**config.mk**
```make
export PLATFORM = sky130hd
export DESIGN_NAME = shp_front
export DESIGN_NICKNAME = d
export VERILOG_FILES = /design/src/rtl/shp_pkg.sv /design/src/rtl/shp_front.sv
export VERILOG_INCLUDE_DIRS = /design/src /design/src/rtl
export SDC_FILE = /design/constraint.sdc
export NUM_CORES = 1
export LEC_CHECK = 0
export ABC_CLOCK_PERIOD_IN_PS = 3050
export BUFFER_PORTS_ARGS = -buffer_cell sky130_fd_sc_hd__buf_4
export CAP_MARGIN = 40
export CORE_ASPECT_RATIO = 0.6
export CORE_MARGIN = 5
export CORE_UTILIZATION = 53
export CTS_BUF_LIST = sky130_fd_sc_hd__clkbuf_8
export CTS_CLUSTER_DIAMETER = 40
export CTS_CLUSTER_SIZE = 8
export DETAILED_ROUTE_END_ITERATION = 10
export GPL_ROUTABILITY_DRIVEN = 0
export PLACE_DENSITY = 0.82
export SLEW_MARGIN = 40
export SYNTH_ARGS = -nofsm -noshare
export SYNTH_HDL_FRONTEND = slang
export SYNTH_SLANG_ARGS = --single-unit
```
**constraint.sdc**
```tcl
create_clock -name aclk -period 3.05 [get_ports aclk]
set_input_delay 0.915 -clock aclk [delete_from_list [all_inputs] [get_ports aclk]]
set_output_delay 0.915 -clock aclk [all_outputs]
set_load 0.1 [all_outputs]
```
**src/rtl/assert_macros.svh**
```systemverilog
// Assertion helpers. They sample on aclk and are off while aresetn is low.
`ifndef ASSERT_MACROS_SVH
`define ASSERT_MACROS_SVH

// expr holds at every edge
`define ASSERT_ALWAYS(label, expr) \
    label: assert property (@(posedge aclk) disable iff (!aresetn) (expr)) \
        else $error("check failed: %m");

// cons holds at the same edge as ante
`define ASSERT_IMPLIES(label, ante, cons) \
    label: assert property (@(posedge aclk) disable iff (!aresetn) (ante) |-> (cons)) \
        else $error("check failed: %m");

// cons holds at the edge after ante
`define ASSERT_NEXT(label, ante, cons) \
    label: assert property (@(posedge aclk) disable iff (!aresetn) (ante) |=> (cons)) \
        else $error("check failed: %m");

`endif

```
**src/rtl/shp_pkg.sv**
```systemverilog
package shp_pkg;

    localparam int MAX_WIDTH  = 1024;
    localparam int MAX_HEIGHT = 1024;

    localparam int COL_W = (MAX_WIDTH > 1) ? $clog2(MAX_WIDTH) : 1;
    localparam int ROW_W = (MAX_HEIGHT > 1) ? $clog2(MAX_HEIGHT) : 1;

    localparam int DIM_W     = 11;
    localparam int CH_W      = 8;
    localparam int PIX_W     = 3 * CH_W;
    localparam int CFG_IDX_W = 2;

    localparam int Q_DEPTH  = 4;
    localparam int Q_PTR_W  = $clog2(Q_DEPTH);
    localparam int Q_CNT_W  = Q_PTR_W + 1;

    localparam logic [DIM_W-1:0] DIM_RESET = DIM_W'(1024);

    localparam logic [CFG_IDX_W-1:0] REG_IMAGE_WIDTH  = CFG_IDX_W'(0);
    localparam logic [CFG_IDX_W-1:0] REG_IMAGE_HEIGHT = CFG_IDX_W'(1);

    localparam logic OPCODE_PIXEL = 1'b0;
    localparam logic OPCODE_DRAIN = 1'b1;

    // Work kinds passed from front to back
    typedef enum logic [1:0] {
        OP_PIXEL = 2'd0,
        OP_PRIME = 2'd1,
        OP_DRAIN = 2'd2
    } shp_op_t;

    typedef struct packed {
        shp_op_t            op;
        logic [COL_W-1:0]   wr_addr;
        logic [COL_W-1:0]   rd_addr;
        logic [PIX_W-1:0]   pix;
        logic               emit_a;
        logic               emit_b;
        logic               x_first;
        logic               x_second;
        logic               x_last;
        logic               top_clamp;
    } shp_entry_t;

    typedef struct packed {
        logic [PIX_W-1:0] top;
        logic [PIX_W-1:0] mid;
        logic [PIX_W-1:0] pix;
    } shp_col_t;

    typedef struct packed {
        logic [PIX_W-1:0] c;
        logic [PIX_W-1:0] t;
        logic [PIX_W-1:0] b;
        logic [PIX_W-1:0] l;
        logic [PIX_W-1:0] r;
        logic             eor;
        logic             eof;
    } shp_taps_t;

    // Last valid index for a row or column count: zero acts as one, large values clip
    function automatic int dim_last(input logic [DIM_W-1:0] v, input int maxv);
        int n;
        n = int'(v);
        if (n < 1) n = 1;
        if (n > maxv) n = maxv;
        return n - 1;
    endfunction

    function automatic logic [CH_W-1:0] sharpen_ch(
        input logic [CH_W-1:0] c,
        input logic [CH_W-1:0] t,
        input logic [CH_W-1:0] b,
        input logic [CH_W-1:0] l,
        input logic [CH_W-1:0] r
    );
        logic [CH_W+2:0] pos;
        logic [CH_W+1:0] neg;
        logic [CH_W+2:0] diff;
        pos = (CH_W+3)'({c, 2'b00}) + (CH_W+3)'(c);
        neg = (CH_W+2)'(t) + (CH_W+2)'(b) + (CH_W+2)'(l) + (CH_W+2)'(r);
        diff = pos - (CH_W+3)'(neg);
        if (pos <= (CH_W+3)'(neg)) begin
            return '0;
        end else if (diff > (CH_W+3)'({CH_W{1'b1}})) begin
            return {CH_W{1'b1}};
        end else begin
            return diff[CH_W-1:0];
        end
    endfunction

    function automatic logic [PIX_W-1:0] sharpen_pix(input shp_taps_t tp);
        logic [PIX_W-1:0] res;
        for (int k = 0; k < 3; k++) begin
            res[k*CH_W +: CH_W] = sharpen_ch(tp.c[k*CH_W +: CH_W], tp.t[k*CH_W +: CH_W],
                                             tp.b[k*CH_W +: CH_W], tp.l[k*CH_W +: CH_W],
                                             tp.r[k*CH_W +: CH_W]);
        end
        return res;
    endfunction

endpackage

```
**src/rtl/shp_front.sv**
```systemverilog
`include "assert_macros.svh"

module shp_front (
    input  logic                             aclk,
    input  logic                             aresetn,
    input  logic                             cfg_valid,
    output logic                             cfg_ready,
    input  logic [shp_pkg::CFG_IDX_W-1:0]    cfg_index,
    input  logic [shp_pkg::DIM_W-1:0]        cfg_data,
    input  logic                             s_valid,
    output logic                             s_ready,
    input  logic                             s_opcode,
    input  logic [shp_pkg::CH_W-1:0]         s_in_red,
    input  logic [shp_pkg::CH_W-1:0]         s_in_green,
    input  logic [shp_pkg::CH_W-1:0]         s_in_blue,
    output logic                             q_push,
    output shp_pkg::shp_entry_t              q_entry,
    input  logic                             q_ready
);

    import shp_pkg::*;

    logic [COL_W-1:0] wm1_reg;
    logic [COL_W-1:0] col_reg;
    logic [ROW_W-1:0] hm1_reg;
    logic [ROW_W-1:0] row_reg;
    logic             draining_reg;
    logic             prime_pend_reg;

    logic cfg_fire;
    logic s_fire;
    logic is_drain;
    logic x_last;
    logic row_last;

    assign cfg_ready = 1'b1;
    assign cfg_fire  = cfg_valid && cfg_ready;
    assign s_ready   = q_ready && !prime_pend_reg;
    assign s_fire    = s_valid && s_ready;
    assign is_drain  = (s_opcode == OPCODE_DRAIN);
    assign x_last    = (col_reg == wm1_reg);
    assign row_last  = (row_reg >= hm1_reg);

    always_comb begin
        q_entry.op        = OP_PIXEL;
        q_entry.wr_addr   = col_reg;
        q_entry.rd_addr   = col_reg;
        q_entry.pix       = {s_in_red, s_in_green, s_in_blue};
        q_entry.emit_a    = (row_reg != '0) && (col_reg != '0);
        q_entry.emit_b    = (row_reg != '0) && x_last;
        q_entry.x_first   = (col_reg == '0);
        q_entry.x_second  = (col_reg == COL_W'(1));
        q_entry.x_last    = x_last;
        q_entry.top_clamp = (row_reg == ROW_W'(1));
        q_push            = 1'b0;
        if (prime_pend_reg) begin
            // preload column zero of the stored rows ahead of the drain
            q_entry.op      = OP_PRIME;
            q_entry.rd_addr = '0;
            q_push          = q_ready;
        end else if (s_fire && is_drain && draining_reg) begin
            q_entry.op        = OP_DRAIN;
            q_entry.rd_addr   = x_last ? col_reg : col_reg + COL_W'(1);
            q_entry.top_clamp = (hm1_reg == '0);
            q_push            = 1'b1;
        end else if (s_fire && !is_drain && !draining_reg) begin
            q_push = 1'b1;
        end
    end

    always_ff @(posedge aclk) begin
        if (!aresetn) begin
            wm1_reg        <= COL_W'(dim_last(DIM_RESET, MAX_WIDTH));
            hm1_reg        <= ROW_W'(dim_last(DIM_RESET, MAX_HEIGHT));
            col_reg        <= '0;
            row_reg        <= '0;
            draining_reg   <= 1'b0;
            prime_pend_reg <= 1'b0;
        end else if (cfg_fire) begin
            if (cfg_index == REG_IMAGE_WIDTH || cfg_index == REG_IMAGE_HEIGHT) begin
                if (cfg_index == REG_IMAGE_WIDTH) begin
                    wm1_reg <= COL_W'(dim_last(cfg_data, MAX_WIDTH));
                end else begin
                    hm1_reg <= ROW_W'(dim_last(cfg_data, MAX_HEIGHT));
                end
                // restart the frame
                col_reg        <= '0;
                row_reg        <= '0;
                draining_reg   <= 1'b0;
                prime_pend_reg <= 1'b0;
            end
        end else begin
            if (prime_pend_reg && q_ready) begin
                prime_pend_reg <= 1'b0;
            end
            if (s_fire && !is_drain && !draining_reg) begin
                if (x_last) begin
                    col_reg <= '0;
                    if (row_last) begin
                        draining_reg   <= 1'b1;
                        prime_pend_reg <= 1'b1;
                    end else begin
                        row_reg <= row_reg + ROW_W'(1);
                    end
                end else begin
                    col_reg <= col_reg + COL_W'(1);
                end
            end else if (s_fire && is_drain && draining_reg) begin
                if (x_last) begin
                    col_reg      <= '0;
                    row_reg      <= '0;
                    draining_reg <= 1'b0;
                end else begin
                    col_reg <= col_reg + COL_W'(1);
                end
            end
        end
    end

    `ASSERT_ALWAYS(a_col_in_row, col_reg <= wm1_reg)
    `ASSERT_IMPLIES(a_prime_in_drain, prime_pend_reg, draining_reg && !s_ready)

endmodule

```
== Yosys cells after proc, flatten, opt, wreduce, memory -nomap -nowiden ==
Index checks and enable logic that the tools add are counted.
W data, S select, Z words.

* Latch bits: 0
* Output and inout port bits: 55
* Memories kept: 0
* Bits in read-only memories: 0
* Memory bits (writable): 0
* Word-level logic and storage cells: 100
* Bits in registers: 42
* Input bits: 43

* Shift operators: 0
* Add/sub/neg operators: 4
* Bitwise operators: 1
* Divide/modulo/power cells: 0
* Reduce and logical (&&, ||, !) cells: 24
* Order comparisons: 4
* Equal/unequal tests: 9
* Mux-type cells: 52
* $mul: 0

{| class="wikitable"
|+ Operators with widths
! operator !! number
|-
| $mux W32 || 8
|-
| $mux W10 || 24
|-
| $gt A32 B12 Y1 const B || 2
|-
| $add A10 B1 Y10 const B || 2
|-
| $eq A10 B1 Y1 const B || 2
|-
| $logic_not A10 Y1 || 2
|-
| $reduce_bool A10 Y1 || 2
|-
| $sub A10 B2 Y10 const B || 2
|-
| $mux W1 || 17
|-
| $ne A3 B3 Y1 const B || 4
|-
| $lt A11 B1 Y1 const B || 1
|-
| $mux W11 || 1
|-
| $eq A10 B10 Y1 || 1
|-
| $ge A10 B10 Y1 || 1
|-
| $reduce_and A5 Y1 || 2
|-
| $logic_and A1 B1 Y1 || 9
|-
| $reduce_and A3 Y1 || 2
|-
| $mux W2 || 2
|-
| $logic_not A1 Y1 || 3
|-
| $reduce_bool A3 Y1 || 1
|-
| $eq A2 B1 Y1 const B || 1
|-
| $logic_not A2 Y1 || 1
|-
| $ne A2 B1 Y1 const B || 1
|-
| $reduce_and A2 Y1 || 1
|-
| 2 further kinds || 2
|}

== Depth between registers and ports, before layout ==
* Depth after elaboration: 13
* Gate-level depth with buffers: 13
* Gate-level depth less buffers: 12

== Least setup slack after synthesis ==
Ideal clock, no wire load.

* Path kind: input-to-output
* Start: input s_valid
* End: output q_entry[30] in the netlist's numbering
* Setup slack: -2.596 ns
* Data required time: 2.135 ns
* Arrival: 4.731 ns
* Buffers on the path: 1
* Cell stages on the path: 5
* Path through: nand3b_1 -> nor2_1 -> clkbuf_1 -> nor2_1 -> a211oi_1

{| class="wikitable"
|+ RTL lines
! what !! RTL line !! text
|-
| start, declared || shp_front.sv:10 || <nowiki>input logic s_valid,</nowiki>
|-
| end, declared || shp_front.sv:17 || <nowiki>output shp_pkg::shp_entry_t q_entry,</nowiki>
|}

==> run metrics <==
Synth cell types 56; Initial Utilization 0.5524; largest cells by area after synthesis dfxtp_1 (27%), ha_1 (7.2%), buf_4 (6.7%); Yosys top cell area share 0.2694; Clock Pin Slew Worst Setup and Hold Paths roughly 0.090 ns; worst min path class register to register; Final Util 0.7444; root buf cell clkbuf_8; IO buf count 48; DR vias/cell 6.352; Post-Route WL around 10000 µm; Slew Limit Fails 0; CP Capture Type output port; Num CTS Buffers 5; Layout Nets 514; Setup Slack @ Placement -0.07114 ns; flops & latches, synth 42; first-pass GRT wire length 15280 µm; Worst Hold Path Cells 2; first drt pass iteration count 6; WHS Endpoint wm1_reg[8]$_SDFFE_PN1P_; Hold Vio Cnt, Final 0; final setup vio count 9; Clock Path Buffers 2; leakage power total 1.852 nW; wire per inst 19.58 µm; later-pin clock latency in the skew report 0.31 ns; hold_sp wm1_reg[8]$_SDFFE_PN1P_; Site Rows 21; crit path kind register to output port; DR iter-0 viols 252; core area roughly 5600 µm²; worst r2r src col_reg[8]$_SDFFE_PN0P_; post-synthesis async set-or-reset flop share 0; Die X approximately 110 µm; Critical Path RT 2.13 ns; Post-Synthesis Cells 402; post-route design area 4205 µm²; number of global-route vias before repair 3007; total number of vias 3392; failing checks negative setup slack; Post-synth EDFFs 0; pin slew with the least headroom to its limit between 0.6 and 0.7 ns; HPWL after DPL just under 7000 µm; Crit Path Max Fanout 6; status complete, but fails checks; TritonCTS clock tree built; initial antenna violation count 0; layout cells sized above 1 0.3524; maximum clock rate 0.3130 GHz; Die Ht ~69 µm; total power divided by cell area 269.6 nW/µm²; gr usage total 0.2553; minimum clock period 3.195 ns; post-route DRC violation count 0; M2 GR Usage 0.3653; Cell Area, Placed 3677 µm²; Final ANT Viol Nets 0; Net Count, Synth 463; largest net degree at the start of global routing 39; maxcap violations 0; Final Cycle Share 1.047; critical path arrival 2.28 ns; total power between 0.001 and 0.0015 W; Hold Buf Count CTS 0; RSZ-0062 raised after global routing yes; area added between synthesis and finish 34.76%; # IOs 98; min setup slack post-route -0.1448 ns; met1 Usage GRT 0.3565; reg2reg setup slack about 0.45 ns; busiest grt layer met2; worst vdd ir 0.3113 mV; Inserted Diodes 0; register area share after synthesis 0.2694; Die ar. 7573 µm²; Yosys warnings 0; H-tree level count 2; R2R Path End col_reg[9]$_SDFFE_PN0P_; leading area contributor after synthesis dfxtp_1; Cell Area, Synth between 3000 and 4000 µm²; met3 Use GR 0.07907; total negative slack -0.7484 ns; Layout Skew ~0.013 ns; critical path launch point type register; Post-synth top flop dfxtp_1; Slew headroom 0.5920; R2R depth 11; # clock sinks 42; Overflow after GRT 0; Avg Cell Area, Syn 7.762 µm²
[repair_timing]
action	4_1_cts	5_1_grt
setup buffers	7	6
setup endpoints to repair	11	13
hold endpoints to repair	0	0
pin swaps	10	9
gates resized for setup	44	25
[cells by family after synthesis]
kind of cell | Yosys count | synth area share
AOI/OAI and AO/OA | 85 | 0.1905
xor gates and xnor gates | 20 | 0.05854
adders and majority gates | 18 | 0.07217
buffers and inverters | 67 | 0.1171
DFF | 42 | 0.2694
muxes | 7 | 0.02245
other | 1 | 0.001202
and+or+nand+nor | 162 | 0.2686
[cells in the final DEF, fill, tap and decap left out, drive strengths merged, types with 2 or more instances in the layout]
cell / n
a211oi: 5
nand3: 20
a31o: 5
o211ai: 23
nand2b: 7
and2: 4
clkbuf: 5
nand4: 10
xor2: 15
nand3b: 2
a31oi: 4
nor3b: 3
mux2i: 7
nor3: 9
a21oi: 12
nand2: 36
and3: 12
o21ai: 15
xnor2: 5
ha: 18
or4: 4
nor2b: 5
o211a: 3
a21boi: 3
clkinvlp: 2
o41ai: 2
or3: 4
dfxtp: 42
nor4: 7
nor2: 34
a21o: 3
inv: 21
buf: 91
[worst max-delay path, stage by stage, from the launching register on]
cell	delay, ns
dfxtp_4	0.37
xor2_1	0.17
nor4_2	0.29
buf_4	0.16
nand3b_1	0.12
buf_6	0.18
ha_4	0.22
a211oi_4	0.27
buf_12	0.21
[per-layer routing]
| metal | wire length [µm] | share of wire |
|---|---|---|
| met5 | 0 | 0 |
| met4 | 533 | 0.051 |
| met3 | 1066 | 0.10 |
| met1 | 4344 | 0.42 |
| met2 | 4511 | 0.43 |
[worst max-delay path by stage]
| stage | start | cells after the start | slack, ns | to |
|---|---|---|---|---|
| after floorplan | col_reg[5]$_SDFFE_PN0P_ | 8 | -0.43 | q_entry[30] |
| after global placement | s_valid | 7 | -0.02 | q_entry[34] |
| after detailed placement | s_valid | 7 | -0.07 | q_entry[34] |
| after CTS | col_reg[8]$_SDFFE_PN0P_ | 8 | -0.13 | q_entry[30] |
| after global routing | col_reg[8]$_SDFFE_PN0P_ | 8 | -0.17 | q_entry[30] |
| final | col_reg[8]$_SDFFE_PN0P_ | 8 | -0.14 | q_entry[30] |
[layout make-up]
class / count / area, µm²
Sequential cell: 42 / 877.1
Clock buffer: 5 / 68.82
Clock inverter: 3 / 23.77
Timing Repair Buffer: 91 / 828.3
Multi-Input combinational cell: 293 / 2232
Fill cell: 373 / 1444
Tap cell: 80 / 100.1
Inverter: 20 / 75.07
[power breakdown]
group	internal [W]	total [W]	switching (W)	leakage, nW
Clock	0.000164	0.000377	0.000213	0.0408
Combinational	0.0000702	0.000192	0.000122	1.46
Sequential	0.000553	0.000565	0.0000115	0.349
Total	0.000787	0.00113	0.000347	1.85
[metrics by stage]
step           hold slack (ns)  std cells
2_1_floorplan           0.4591        402
3_3_place_gp            0.4738        513
3_5_place_dp            0.4960        513
4_1_cts                 0.5100        528
5_1_grt                 0.5423        534
6_report                0.5071        534
[synth_stat cells (all sizes together), types with 2 or more instances]
cell type	n
nor2	34
a211oi	5
o211ai	23
nor3	9
a21boi	3
or4	4
a31oi	4
xor2	15
nor2b	5
a21oi	12
o211a	3
o41ai	2
dfxtp	42
nand3	20
inv	20
nor3b	3
and3	12
nand2b	7
clkbuf	10
or3	4
nand4	10
buf	37
a31o	5
nor4	7
mux2i	7
and2	4
ha	18
nand2	36
a21o	3
o21ai	15
xnor2	5
nand3b	2
Note: power is estimated with default switching activity, not from simulation.
