File: src/rtl/assert_macros.svh
// Assertion helpers. They sample on aclk and are off while aresetn is low.
`ifndef ASSERT_MACROS_SVH
`define ASSERT_MACROS_SVH

// expr holds at every edge
`define ASSERT_ALWAYS(label, expr) \
    label: assert property (@(posedge aclk) disable iff (!aresetn) (expr)) \
        else $error("check failed: %m");

// cons holds at the same edge as ante
`define ASSERT_IMPLIES(label, ante, cons) \
    label: assert property (@(posedge aclk) disable iff (!aresetn) (ante) |-> (cons)) \
        else $error("check failed: %m");

// cons holds at the edge after ante
`define ASSERT_NEXT(label, ante, cons) \
    label: assert property (@(posedge aclk) disable iff (!aresetn) (ante) |=> (cons)) \
        else $error("check failed: %m");

`endif

File: src/rtl/shp_pkg.sv
package shp_pkg;

    localparam int MAX_WIDTH  = 1024;
    localparam int MAX_HEIGHT = 1024;

    localparam int COL_W = (MAX_WIDTH > 1) ? $clog2(MAX_WIDTH) : 1;
    localparam int ROW_W = (MAX_HEIGHT > 1) ? $clog2(MAX_HEIGHT) : 1;

    localparam int DIM_W     = 11;
    localparam int CH_W      = 8;
    localparam int PIX_W     = 3 * CH_W;
    localparam int CFG_IDX_W = 2;

    localparam int Q_DEPTH  = 4;
    localparam int Q_PTR_W  = $clog2(Q_DEPTH);
    localparam int Q_CNT_W  = Q_PTR_W + 1;

    localparam logic [DIM_W-1:0] DIM_RESET = DIM_W'(1024);

    localparam logic [CFG_IDX_W-1:0] REG_IMAGE_WIDTH  = CFG_IDX_W'(0);
    localparam logic [CFG_IDX_W-1:0] REG_IMAGE_HEIGHT = CFG_IDX_W'(1);

    localparam logic OPCODE_PIXEL = 1'b0;
    localparam logic OPCODE_DRAIN = 1'b1;

    // Work kinds passed from front to back
    typedef enum logic [1:0] {
        OP_PIXEL = 2'd0,
        OP_PRIME = 2'd1,
        OP_DRAIN = 2'd2
    } shp_op_t;

    typedef struct packed {
        shp_op_t            op;
        logic [COL_W-1:0]   wr_addr;
        logic [COL_W-1:0]   rd_addr;
        logic [PIX_W-1:0]   pix;
        logic               emit_a;
        logic               emit_b;
        logic               x_first;
        logic               x_second;
        logic               x_last;
        logic               top_clamp;
    } shp_entry_t;

    typedef struct packed {
        logic [PIX_W-1:0] top;
        logic [PIX_W-1:0] mid;
        logic [PIX_W-1:0] pix;
    } shp_col_t;

    typedef struct packed {
        logic [PIX_W-1:0] c;
        logic [PIX_W-1:0] t;
        logic [PIX_W-1:0] b;
        logic [PIX_W-1:0] l;
        logic [PIX_W-1:0] r;
        logic             eor;
        logic             eof;
    } shp_taps_t;

    // Last valid index for a row or column count: zero acts as one, large values clip
    function automatic int dim_last(input logic [DIM_W-1:0] v, input int maxv);
        int n;
        n = int'(v);
        if (n < 1) n = 1;
        if (n > maxv) n = maxv;
        return n - 1;
    endfunction

    function automatic logic [CH_W-1:0] sharpen_ch(
        input logic [CH_W-1:0] c,
        input logic [CH_W-1:0] t,
        input logic [CH_W-1:0] b,
        input logic [CH_W-1:0] l,
        input logic [CH_W-1:0] r
    );
        logic [CH_W+2:0] pos;
        logic [CH_W+1:0] neg;
        logic [CH_W+2:0] diff;
        pos = (CH_W+3)'({c, 2'b00}) + (CH_W+3)'(c);
        neg = (CH_W+2)'(t) + (CH_W+2)'(b) + (CH_W+2)'(l) + (CH_W+2)'(r);
        diff = pos - (CH_W+3)'(neg);
        if (pos <= (CH_W+3)'(neg)) begin
            return '0;
        end else if (diff > (CH_W+3)'({CH_W{1'b1}})) begin
            return {CH_W{1'b1}};
        end else begin
            return diff[CH_W-1:0];
        end
    endfunction

    function automatic logic [PIX_W-1:0] sharpen_pix(input shp_taps_t tp);
        logic [PIX_W-1:0] res;
        for (int k = 0; k < 3; k++) begin
            res[k*CH_W +: CH_W] = sharpen_ch(tp.c[k*CH_W +: CH_W], tp.t[k*CH_W +: CH_W],
                                             tp.b[k*CH_W +: CH_W], tp.l[k*CH_W +: CH_W],
                                             tp.r[k*CH_W +: CH_W]);
        end
        return res;
    endfunction

endpackage

File: src/rtl/shp_queue.sv
`include "assert_macros.svh"

module shp_queue (
    input  logic                 aclk,
    input  logic                 aresetn,
    input  logic                 push,
    input  shp_pkg::shp_entry_t  push_entry,
    output logic                 push_ready,
    input  logic                 pop,
    output shp_pkg::shp_entry_t  head,
    output logic                 head_valid
);

    import shp_pkg::*;

    shp_entry_t         entry_reg [Q_DEPTH];
    logic [Q_PTR_W-1:0] wr_ptr_reg;
    logic [Q_PTR_W-1:0] rd_ptr_reg;
    logic [Q_CNT_W-1:0] count_reg;

    logic do_push;
    logic do_pop;

    assign push_ready = (count_reg != Q_CNT_W'(Q_DEPTH));
    assign head_valid = (count_reg != '0);
    assign head       = entry_reg[rd_ptr_reg];
    assign do_push    = push && push_ready;
    assign do_pop     = pop && head_valid;

    always_ff @(posedge aclk) begin
        if (do_push) begin
            entry_reg[wr_ptr_reg] <= push_entry;
        end
    end

    always_ff @(posedge aclk) begin
        if (!aresetn) begin
            wr_ptr_reg <= '0;
            rd_ptr_reg <= '0;
            count_reg  <= '0;
        end else begin
            if (do_push) begin
                wr_ptr_reg <= (wr_ptr_reg == Q_PTR_W'(Q_DEPTH - 1)) ? '0
                                                                     : wr_ptr_reg + Q_PTR_W'(1);
            end
            if (do_pop) begin
                rd_ptr_reg <= (rd_ptr_reg == Q_PTR_W'(Q_DEPTH - 1)) ? '0
                                                                     : rd_ptr_reg + Q_PTR_W'(1);
            end
            if (do_push && !do_pop) begin
                count_reg <= count_reg + Q_CNT_W'(1);
            end else if (do_pop && !do_push) begin
                count_reg <= count_reg - Q_CNT_W'(1);
            end
        end
    end

    `ASSERT_ALWAYS(a_q_count, count_reg <= Q_CNT_W'(Q_DEPTH))

endmodule

File: config.mk
export PLATFORM = sky130hd
export DESIGN_NAME = shp_queue
export DESIGN_NICKNAME = d
export VERILOG_FILES = /design/src/rtl/shp_pkg.sv /design/src/rtl/shp_queue.sv
export VERILOG_INCLUDE_DIRS = /design/src /design/src/rtl
export SDC_FILE = /design/constraint.sdc
export NUM_CORES = 1
export LEC_CHECK = 0
export BUFFER_PORTS_ARGS = -buffer_cell sky130_fd_sc_hd__clkbuf_2
export CORE_MARGIN = 3
export CORE_UTILIZATION = 45
export DETAILED_ROUTE_END_ITERATION = 10
export SETUP_SLACK_MARGIN = 0.5
export SLEW_MARGIN = 20
export SYNTH_ARGS = -nofsm -noshare
export SYNTH_HDL_FRONTEND = slang
export SYNTH_SLANG_ARGS = --single-unit
export TNS_END_PERCENT = 5
File: constraint.sdc
create_clock -name aclk -period 3.2 [get_ports aclk]
set_input_delay 0.48 -clock aclk [delete_from_list [all_inputs] [get_ports aclk]]
set_output_delay 0.48 -clock aclk [all_outputs]
set_load 0.03 [all_outputs]
Yosys cells after proc, flatten, opt, wreduce, memory -nomap -nowiden
Memory sizes are Yosys's and may differ from the RTL's. A register that Yosys moved wholly into a read port is not among the register bits.
Cells that the tools add are included.
{"block": "word_totals", "ff_bits": 7, "ram_bits": 208, "elab_cells": 27, "out_inout_bits": 54, "memories": 1}
{"name": "entry_reg", "depth": 4, "width": 52, "read_ports": 1, "rd_clocked_by_memory_dff": 1, "write_ports": 1, "line": "shp_queue.sv:16", "rtl": "shp_entry_t entry_reg [Q_DEPTH];"}
{"block": "classes", "add_sub_neg": 4, "reduce_logical": 8, "mux": 8, "n_eq_ne": 3}
{"op": "2-to-1 mux 2 bit", "n": 4}
{"op": "2-to-1 mux 3 bit", "n": 2}
{"op": "adder 2 x 1 -> 2 bit (second input constant)", "n": 2}
{"op": "== test 2 bit (second input constant)", "n": 2}
{"op": "logical AND 1 bit", "n": 4}
{"op": "adder 3 x 1 -> 3 bit (second input constant)", "n": 1}
{"op": "inequality test 3 bit (second input constant)", "n": 1}
{"op": "nonzero test 3 bit", "n": 1}
{"op": "subtractor 3 x 1 -> 3 bit (second input constant)", "n": 1}
{"op": "zero test 1 bit", "n": 2}
{"op": "2-to-1 mux 1 bit", "n": 2}
{"op": "nonzero test 2 bit", "n": 1}

Longest topological paths before layout
Gate-level depths: netlist of run 1.
{"block": "logic_depth", "word_depth": 6, "depth_mapped": 9}

Worst setup path after synthesis of run 1
OpenSTA, ideal clock, no wires.
{"block": "synth_path", "path_kind": "flip-flop to flip-flop", "from": "register count_reg[0]", "to": "register count_reg[2]", "slack_ns": 0.996, "synth_period_minus_slack_ns": 2.204, "arrival_time_ns": 2.128, "stages_incl_launch_ff": 8, "path_cell_list": "dfxtp_1 > o31ai_1 > ha_1 > inv_1 > fa_1 > xor2_1 > or3_2 > a21boi_0"}
{"block": "synth_via", "elab_chain_cells": 5}
{"item": "start: declaration", "line": "shp_queue.sv:19", "rtl": "logic [Q_CNT_W-1:0] count_reg;"}
{"item": "start signal: assignment", "line": "shp_queue.sv:51", "rtl": "count_reg <= count_reg + Q_CNT_W'(1);"}
{"item": "start signal: assignment", "line": "shp_queue.sv:53", "rtl": "count_reg <= count_reg - Q_CNT_W'(1);"}
{"item": "parallel branches: the longest is 5 deep, another holds subtractor 3 x 1 -> 3 bit"}
Several ways; the timed one is not identified. The select of a mux whose other input is x is not followed.
A chain may end at the register's enable or synchronous reset.

==> results.py, run 1 <==
metrics = {
    "global_routing": {
        "grt_max_degree": 53,
        "antenna_found_initial": 0,
        "track_usage_pct": 14.8,
        "grt_pass1_vias": 3915,
        "grt_pass1_wl_microns": 22000,
        "gr-total-overflow": 0,
    },
    "setup_path": {
        "worstPathArrival_ns": 2.06,
        "critPathMaxFanout": 13,
        "crit_type": "reg2out",
        "cp-end-kind": "primary output",
        "cp.required_ns": 2.72,
        "startpoint_type": "register",
    },
    "final_layout": {
        "fin_cells": 693,
        "fillers": 1355,
        "drive_gt1_share_pct": 45.7,
        "largest_reg_flops": 208,
        "final_common_cell": "edfxtp_1",
        "final_cell_mix": "edfxtp_1, clkbuf_2, mux4_2, clkbuf_16, dfxtp_1",
        "antenna_cells": 0,
        "syn_to_final_growth_pct": 19.9,
        "nNetsFinal": 516,
        "seq_area_sq_um": 6430,
        "multi_input_area_sq_um": 1460,
    },
    "floorplanning": {
        "coreArea_sq_um": 17300,
        "rows": 48,
        "io_pins": 110,
        "die_h_microns": 139,
        "start_util_pct": 46.1,
        "fp.dieW_microns": 139,
        "dieArea_sq_um": 19400,
    },
    "place": {
        "dpl.hpwl_microns": 8470,
        "place_ws_ns": 0.823,
        "numPlacedInstances": 653,
        "gp_congestion": 0.669,
        "port_buffers": 109,
    },
    "clocking": {
        "cts_tree": "yes",
        "clkTransAtPathRegs_ns": 0.06,
        "clock_sinks": 217,
        "numCtsBuffers": 22,
        "cts-root-buf": "clkbuf_16",
        "clockBufferDepth": 3,
        "postCtsHoldBufs": 0,
        "clock_latency_ns": 0.49,
        "htree_levels": 1,
    },
    "detailed_routing": {
        "ant_nets": 0,
        "drt_wl_total_microns": 14100,
        "drt_iter0_drc": 209,
        "wl_per_cell_microns": 20.4,
        "vias": 3638,
        "routed_via_density": 5.25,
        "drc_errors": 0,
        "first_pass_iters": 4,
    },
    "power": {
        "peakVddDrop_mv": 0.624,
        "p_total_mw": 8.00,
        "powerDensity_nw_per_um2": 837,
        "internal_power_mw": 5.63,
        "p_leak_nw": 3.26,
        "swShare_pct": 29.7,
        "p_sw_mw": 2.37,
        "p_seq_share_pct": 44.7,
        "pwr-share-clk_pct": 29.7,
        "power.share.combinational_pct": 25.6,
    },
    "sta": {
        "fin_crit_ns": 2.54,
        "slew_viol_final": 0,
        "hold_violations": 0,
        "fin_skew_ns": 0.0154,
        "tightest_slew_ns": 0.834,
        "fin_ws_ns": 0.656,
        "rsz0062_at_grt": "no",
        "setup-tns-final_ns": 0,
        "timing.final.crit_share_pct": 79.5,
        "holdWs_ns": 0.202,
        "setup_viol": 0,
        "relSlewSlack_pct": 44.4,
        "max_clock_freq_mhz": 393,
    },
    "synthesis": {
        "yosys.cell_types.count": 27,
        "synth_area_sq_um": 7980,
        "yosysWarnings": 0,
        "seq_area_frac_synth_pct": 80.6,
        "syn_area_per_cell_sq_um": 24.7,
        "syn-instance-count": 323,
        "synth_mux_area_share_pct": 14.9,
        "synth_top_family_by_area": "multiplexers",
        "synth-simple-area-share_pct": 1.47,
        "synthTopCellsByArea": "edfxtp_1, mux4_2, dfxtp_1",
        "synth-compound-area-share_pct": 0.439,
        "ys_ff_latch": 217,
        "syn_nets": 386,
        "synthAdderAreaFrac_pct": 1.19,
        "yosys.area_share.xor_xnor_pct": 0.220,
        "synth_top_area_share_pct": 78.3,
        "netlist.top_cell.by_area": "edfxtp_1",
    },
    "min_path": {
        "hp-class": "in2reg",
    },
    "job": {
        "max_cap_violations": 0,
    },
    "run_status": {
        "status": "finished, final reports clean",
    },
}
worst max-delay path: stages, from the launching register on:
cell and delay (ns):
dfxtp_4 0.55, buf_4 0.28, mux4_2 0.54, clkbuf_2 0.20
repair_timing:
item / in CTS / in global routing
endpoints found under the setup margin: 33 / 5
resized for setup: 0 / 1
buffers inserted: 1 / 0
pin swaps: 0 / 0
power groups by stage:
| stage | registers [mW] | clock network, mW | logic, mW |
|---|---|---|---|
| 2_1_floorplan | 3.57 | 0 | 1.53 |
| 3_3_place_gp | 3.65 | 0 | 2.02 |
| 3_5_place_dp | 3.67 | 0 | 2.03 |
| 4_1_cts | 3.58 | 2.45 | 2.10 |
| 5_1_grt | 3.61 | 2.56 | 2.20 |
| 6_report | 3.58 | 2.37 | 2.05 |
through the flow:
stage               utilization (%)  instance area, sq um
CTS                            55.3                  9560
floorplan                         -                  7980
finish                         55.3                  9560
detailed placement             51.2                  8850
global route                   55.3                  9560
global placement               51.2                  8850
final timing paths:
check | cells past startpoint | endpoint | slack, ns | startpoint
setup reg to reg | 7 | count_reg[2] | 0.81 | count_reg[1]
hold / removal | 1 | entry_reg[1][24] | 0.20 | push_entry[24]
setup / recovery | 3 | head[25] | 0.66 | register
hold reg to reg | 2 | wr_ptr_reg[1] | 0.50 | wr_ptr_reg[1]
logic make-up after synthesis:
group,Yosys count
XOR/XNOR,2
buffers and inverters,17
AO/OA/AOI/OAI,6
AND/OR/NAND/NOR,20
multiplexers,54
adder cells (fa/ha/maj),7
flip-flops,217
metal layers:
layer	share of wire [%]	vias up	global-route usage, %
li1	-	1631	-
met1	40	1902	18.4
met2	52	88	25.9
met3	6.0	17	3.90
met4	1.3	0	3.86
met5	0	-	0
cells in the mapped netlist, drive strengths merged:
library cell,number
ha,6
and3,4
nand2,5
o31ai,1
clkbuf,6
fa,1
edfxtp,208
mux4,52
or3b,1
nor2,2
and2,2
o21ai,4
nand3,2
nand4,1
dfxtp,9
mux2i,2
xnor2,1
a21boi,1
xor2,1
or3,2
nor2b,1
inv,3
buf,8
cell type report:
class                           instances  share of cell area (%)
Clock inverter                         15                    1.07
Tap cell                              225                    2.94
Inverter                                3                   0.118
Timing Repair Buffer                  120                    7.34
Sequential cell                       217                    67.2
Multi-Input combinational cell         89                    15.2
Clock buffer                           24                    6.06
(Power assumes the default switching activity.)
==> run 2, diff against run 1 <==
Settings changed: ABC_AREA set to 1, PLACE_DENSITY set to 0.67.
Clock period 3.2 ns to 2 ns, I/O delays scaled along.
==> results.py, run 2 <==
metrics = {
    "synthesis": {
        "yosys_most_used_dff": "edfxtp_1",
        "seq_area_frac_synth_pct": 73.4,
        "yosys.cell_types.count": 24,
        "yosysWarnings": 0,
        "syn-instance-count": 572,
        "syn_nets": 635,
        "netlist.top_cell.by_area": "edfxtp_1",
        "ys_ff_latch": 217,
        "synthTopCellsByArea": "edfxtp_1, o22ai_2, o21ai_0",
        "synth_edf_count": 208,
        "netlist_top_cells_count": "edfxtp_1, o21ai_0, nor2_1",
        "yosysMostFrequentCell": "edfxtp_1",
        "ys_async_sr_fraction_pct": 0,
        "synth_area_sq_um": 8750,
        "synth_top_area_share_pct": 71.4,
        "syn_area_per_cell_sq_um": 15.3,
    },
    "min_path": {
        "min_from": "push_entry[44]",
        "min_path_cells": 1,
        "hp-class": "in2reg",
        "hold-path-endpoint": "entry_reg[1][44]",
    },
    "clocking": {
        "cts-root-buf": "clkbuf_16",
        "clockBufferDepth": 3,
        "cts_tree": "yes",
        "numCtsBuffers": 24,
        "htree_levels": 1,
        "clock_latency_ns": 0.50,
        "clkTransAtPathRegs_ns": 0.06,
        "clock_sinks": 217,
    },
    "run_status": {
        "violations": "negative setup slack",
        "status": "complete, but fails checks",
    },
    "detailed_routing": {
        "ant_nets": 0,
        "drt_wl_total_microns": 19700,
        "drc_errors": 0,
        "wl_per_cell_microns": 19.8,
        "routed_via_density": 5.35,
        "vias": 5321,
        "first_pass_iters": 4,
        "drt_iter0_drc": 287,
    },
    "power": {
        "p_leak_nw": 4.03,
        "peakVddDrop_mv": 0.990,
        "swShare_pct": 34.8,
        "pwr-share-clk_pct": 26.3,
        "power.share.combinational_pct": 39.7,
        "internal_power_mw": 11.1,
        "p_seq_share_pct": 33.9,
        "powerDensity_nw_per_um2": 1490,
        "p_sw_mw": 5.93,
    },
    "final_layout": {
        "nNetsFinal": 780,
        "final_cell_mix": "edfxtp_1, o21ai_1, clkbuf_2, nor2_1, nor2_4",
        "seq_area_sq_um": 6440,
        "largest_reg_flops": 208,
        "stdcell_area_sq_um": 11400,
        "syn_to_final_growth_pct": 30.8,
        "drive_gt1_share_pct": 44.1,
        "antenna_cells": 0,
        "multi_input_area_sq_um": 2260,
        "final_common_cell": "edfxtp_1",
        "fillers": 1445,
    },
    "floorplanning": {
        "fp.dieW_microns": 145,
        "io_pins": 110,
        "die_h_microns": 145,
        "coreArea_sq_um": 18900,
        "dieArea_sq_um": 21200,
        "rows": 50,
        "start_util_pct": 46.3,
    },
    "setup_path": {
        "critPathMaxFanout": 7,
        "worstPathArrival_ns": 1.79,
        "r2r_end": "count_reg[1]",
        "reg2reg_from": "count_reg[0]",
        "startpoint_type": "register",
        "worstRegToRegCells": 9,
        "crit_type": "reg2out",
        "cp-end-kind": "primary output",
        "reg2reg_slack_ns": 0.05,
        "cp.required_ns": 1.70,
    },
    "place": {
        "place_ws_ns": 0.0926,
        "dpl.hpwl_microns": 10800,
        "port_buffers": 109,
        "gp_congestion": 0.728,
        "place_area_sq_um": 9750,
    },
    "sta": {
        "fin_skew_ns": 0.00929,
        "fin_ws_ns": -0.0905,
        "relSlewSlack_pct": 67.9,
        "fin_crit_ns": 2.09,
        "tightest_slew_ns": 0.480,
        "timing.final.crit_share_pct": 105,
        "max_clock_freq_mhz": 478,
        "rsz0062_at_grt": "yes",
        "slew_viol_final": 0,
        "hold_violations": 0,
        "setup_viol": 25,
        "holdWs_ns": 0.0215,
    },
    "global_routing": {
        "grt_pass1_vias": 5626,
        "grt_pass1_wl_microns": 30600,
        "gr-total-overflow": 0,
        "grt_max_degree": 39,
        "track_usage_pct": 18.1,
        "antenna_found_initial": 0,
    },
    "job": {
        "max_cap_violations": 0,
    },
}
## run 2: stage by stage
stage	util, %	total power, mW	setup TNS [ns]	std cells
final	60.6	17.0	-0.781	994
after detailed placement	51.6	11.0	0	931
after floorplan	-	9.51	0	572
after CTS	59.9	16.8	-2.05	994
after global routing	60.6	17.8	-4.46	994
after global placement	51.6	10.8	0	931
## run 2: area by class of cell
type / count / area share [%]
Timing Repair inverter: 1 / 0.0765
Clock buffer: 27 / 5.53
Timing Repair Buffer: 150 / 13.1
Multi-Input combinational cell: 306 / 19.8
Clock inverter: 16 / 1.68
Sequential cell: 217 / 56.3
Tap cell: 260 / 2.84
Inverter: 17 / 0.711
## run 2: critical path, stage by stage (launching register included)
cell      delay [ns]
dfxtp_4         0.36
buf_12          0.15
inv_16          0.08
buf_12          0.13
buf_12          0.14
nor2_2          0.04
o22ai_2         0.19
clkbuf_8        0.20
## run 2: worst max-delay path by stage
stage,slack (ns),end,depth (start not counted),from
global placement,0.22,count_reg[1],9,count_reg[0]
global route,-0.16,head[24],5,register
floorplan,0.14,entry_reg[0][0],4,count_reg[0]
CTS,-0.09,head[17],6,register
finish,-0.09,head[24],7,register
detailed placement,0.09,count_reg[1],9,count_reg[0]
## run 2: cells by family (layout without fill, tap and decap cells)
group                      after synthesis  count (layout)  share of synthesized area [%]
and+or+nand+nor                        139             139                           9.37
buffers and inverters                   49             211                           3.50
AOI/OAI and AO/OA                      160             160                           12.6
DFF                                    217             217                           73.4
adders and majority gates                7               7                           1.09
## run 2: per-layer routing
layer / up-vias / global-route usage (%) / routed length [microns]
met1: 2705 / 23.7 / 8340
met2: 152 / 30.8 / 9900
met5: - / 0 / 0
met3: 31 / 3.61 / 1030
li1: 2433 / - / -
met4: 0 / 5.37 / 415
## run 2: power groups by stage
stage | Combinational (mW) | Sequential (mW) | Clock (mW)
finish | 6.76 | 5.77 | 4.48
global route | 7.16 | 5.81 | 4.80
CTS | 6.52 | 5.76 | 4.57
detailed placement | 5.16 | 5.85 | 0
global placement | 5.02 | 5.82 | 0
floorplan | 3.72 | 5.79 | 0
## run 2: what timing repair did
item                                    4_1_cts  5_1_grt
setup buffers                                15        0
gates cloned                                  4        0
endpoints found under the setup margin      139      161
resized for setup                           171       73
hold buffers                                  1        0
endpoints found under the hold margin         1        0
pin swaps                                    15        8
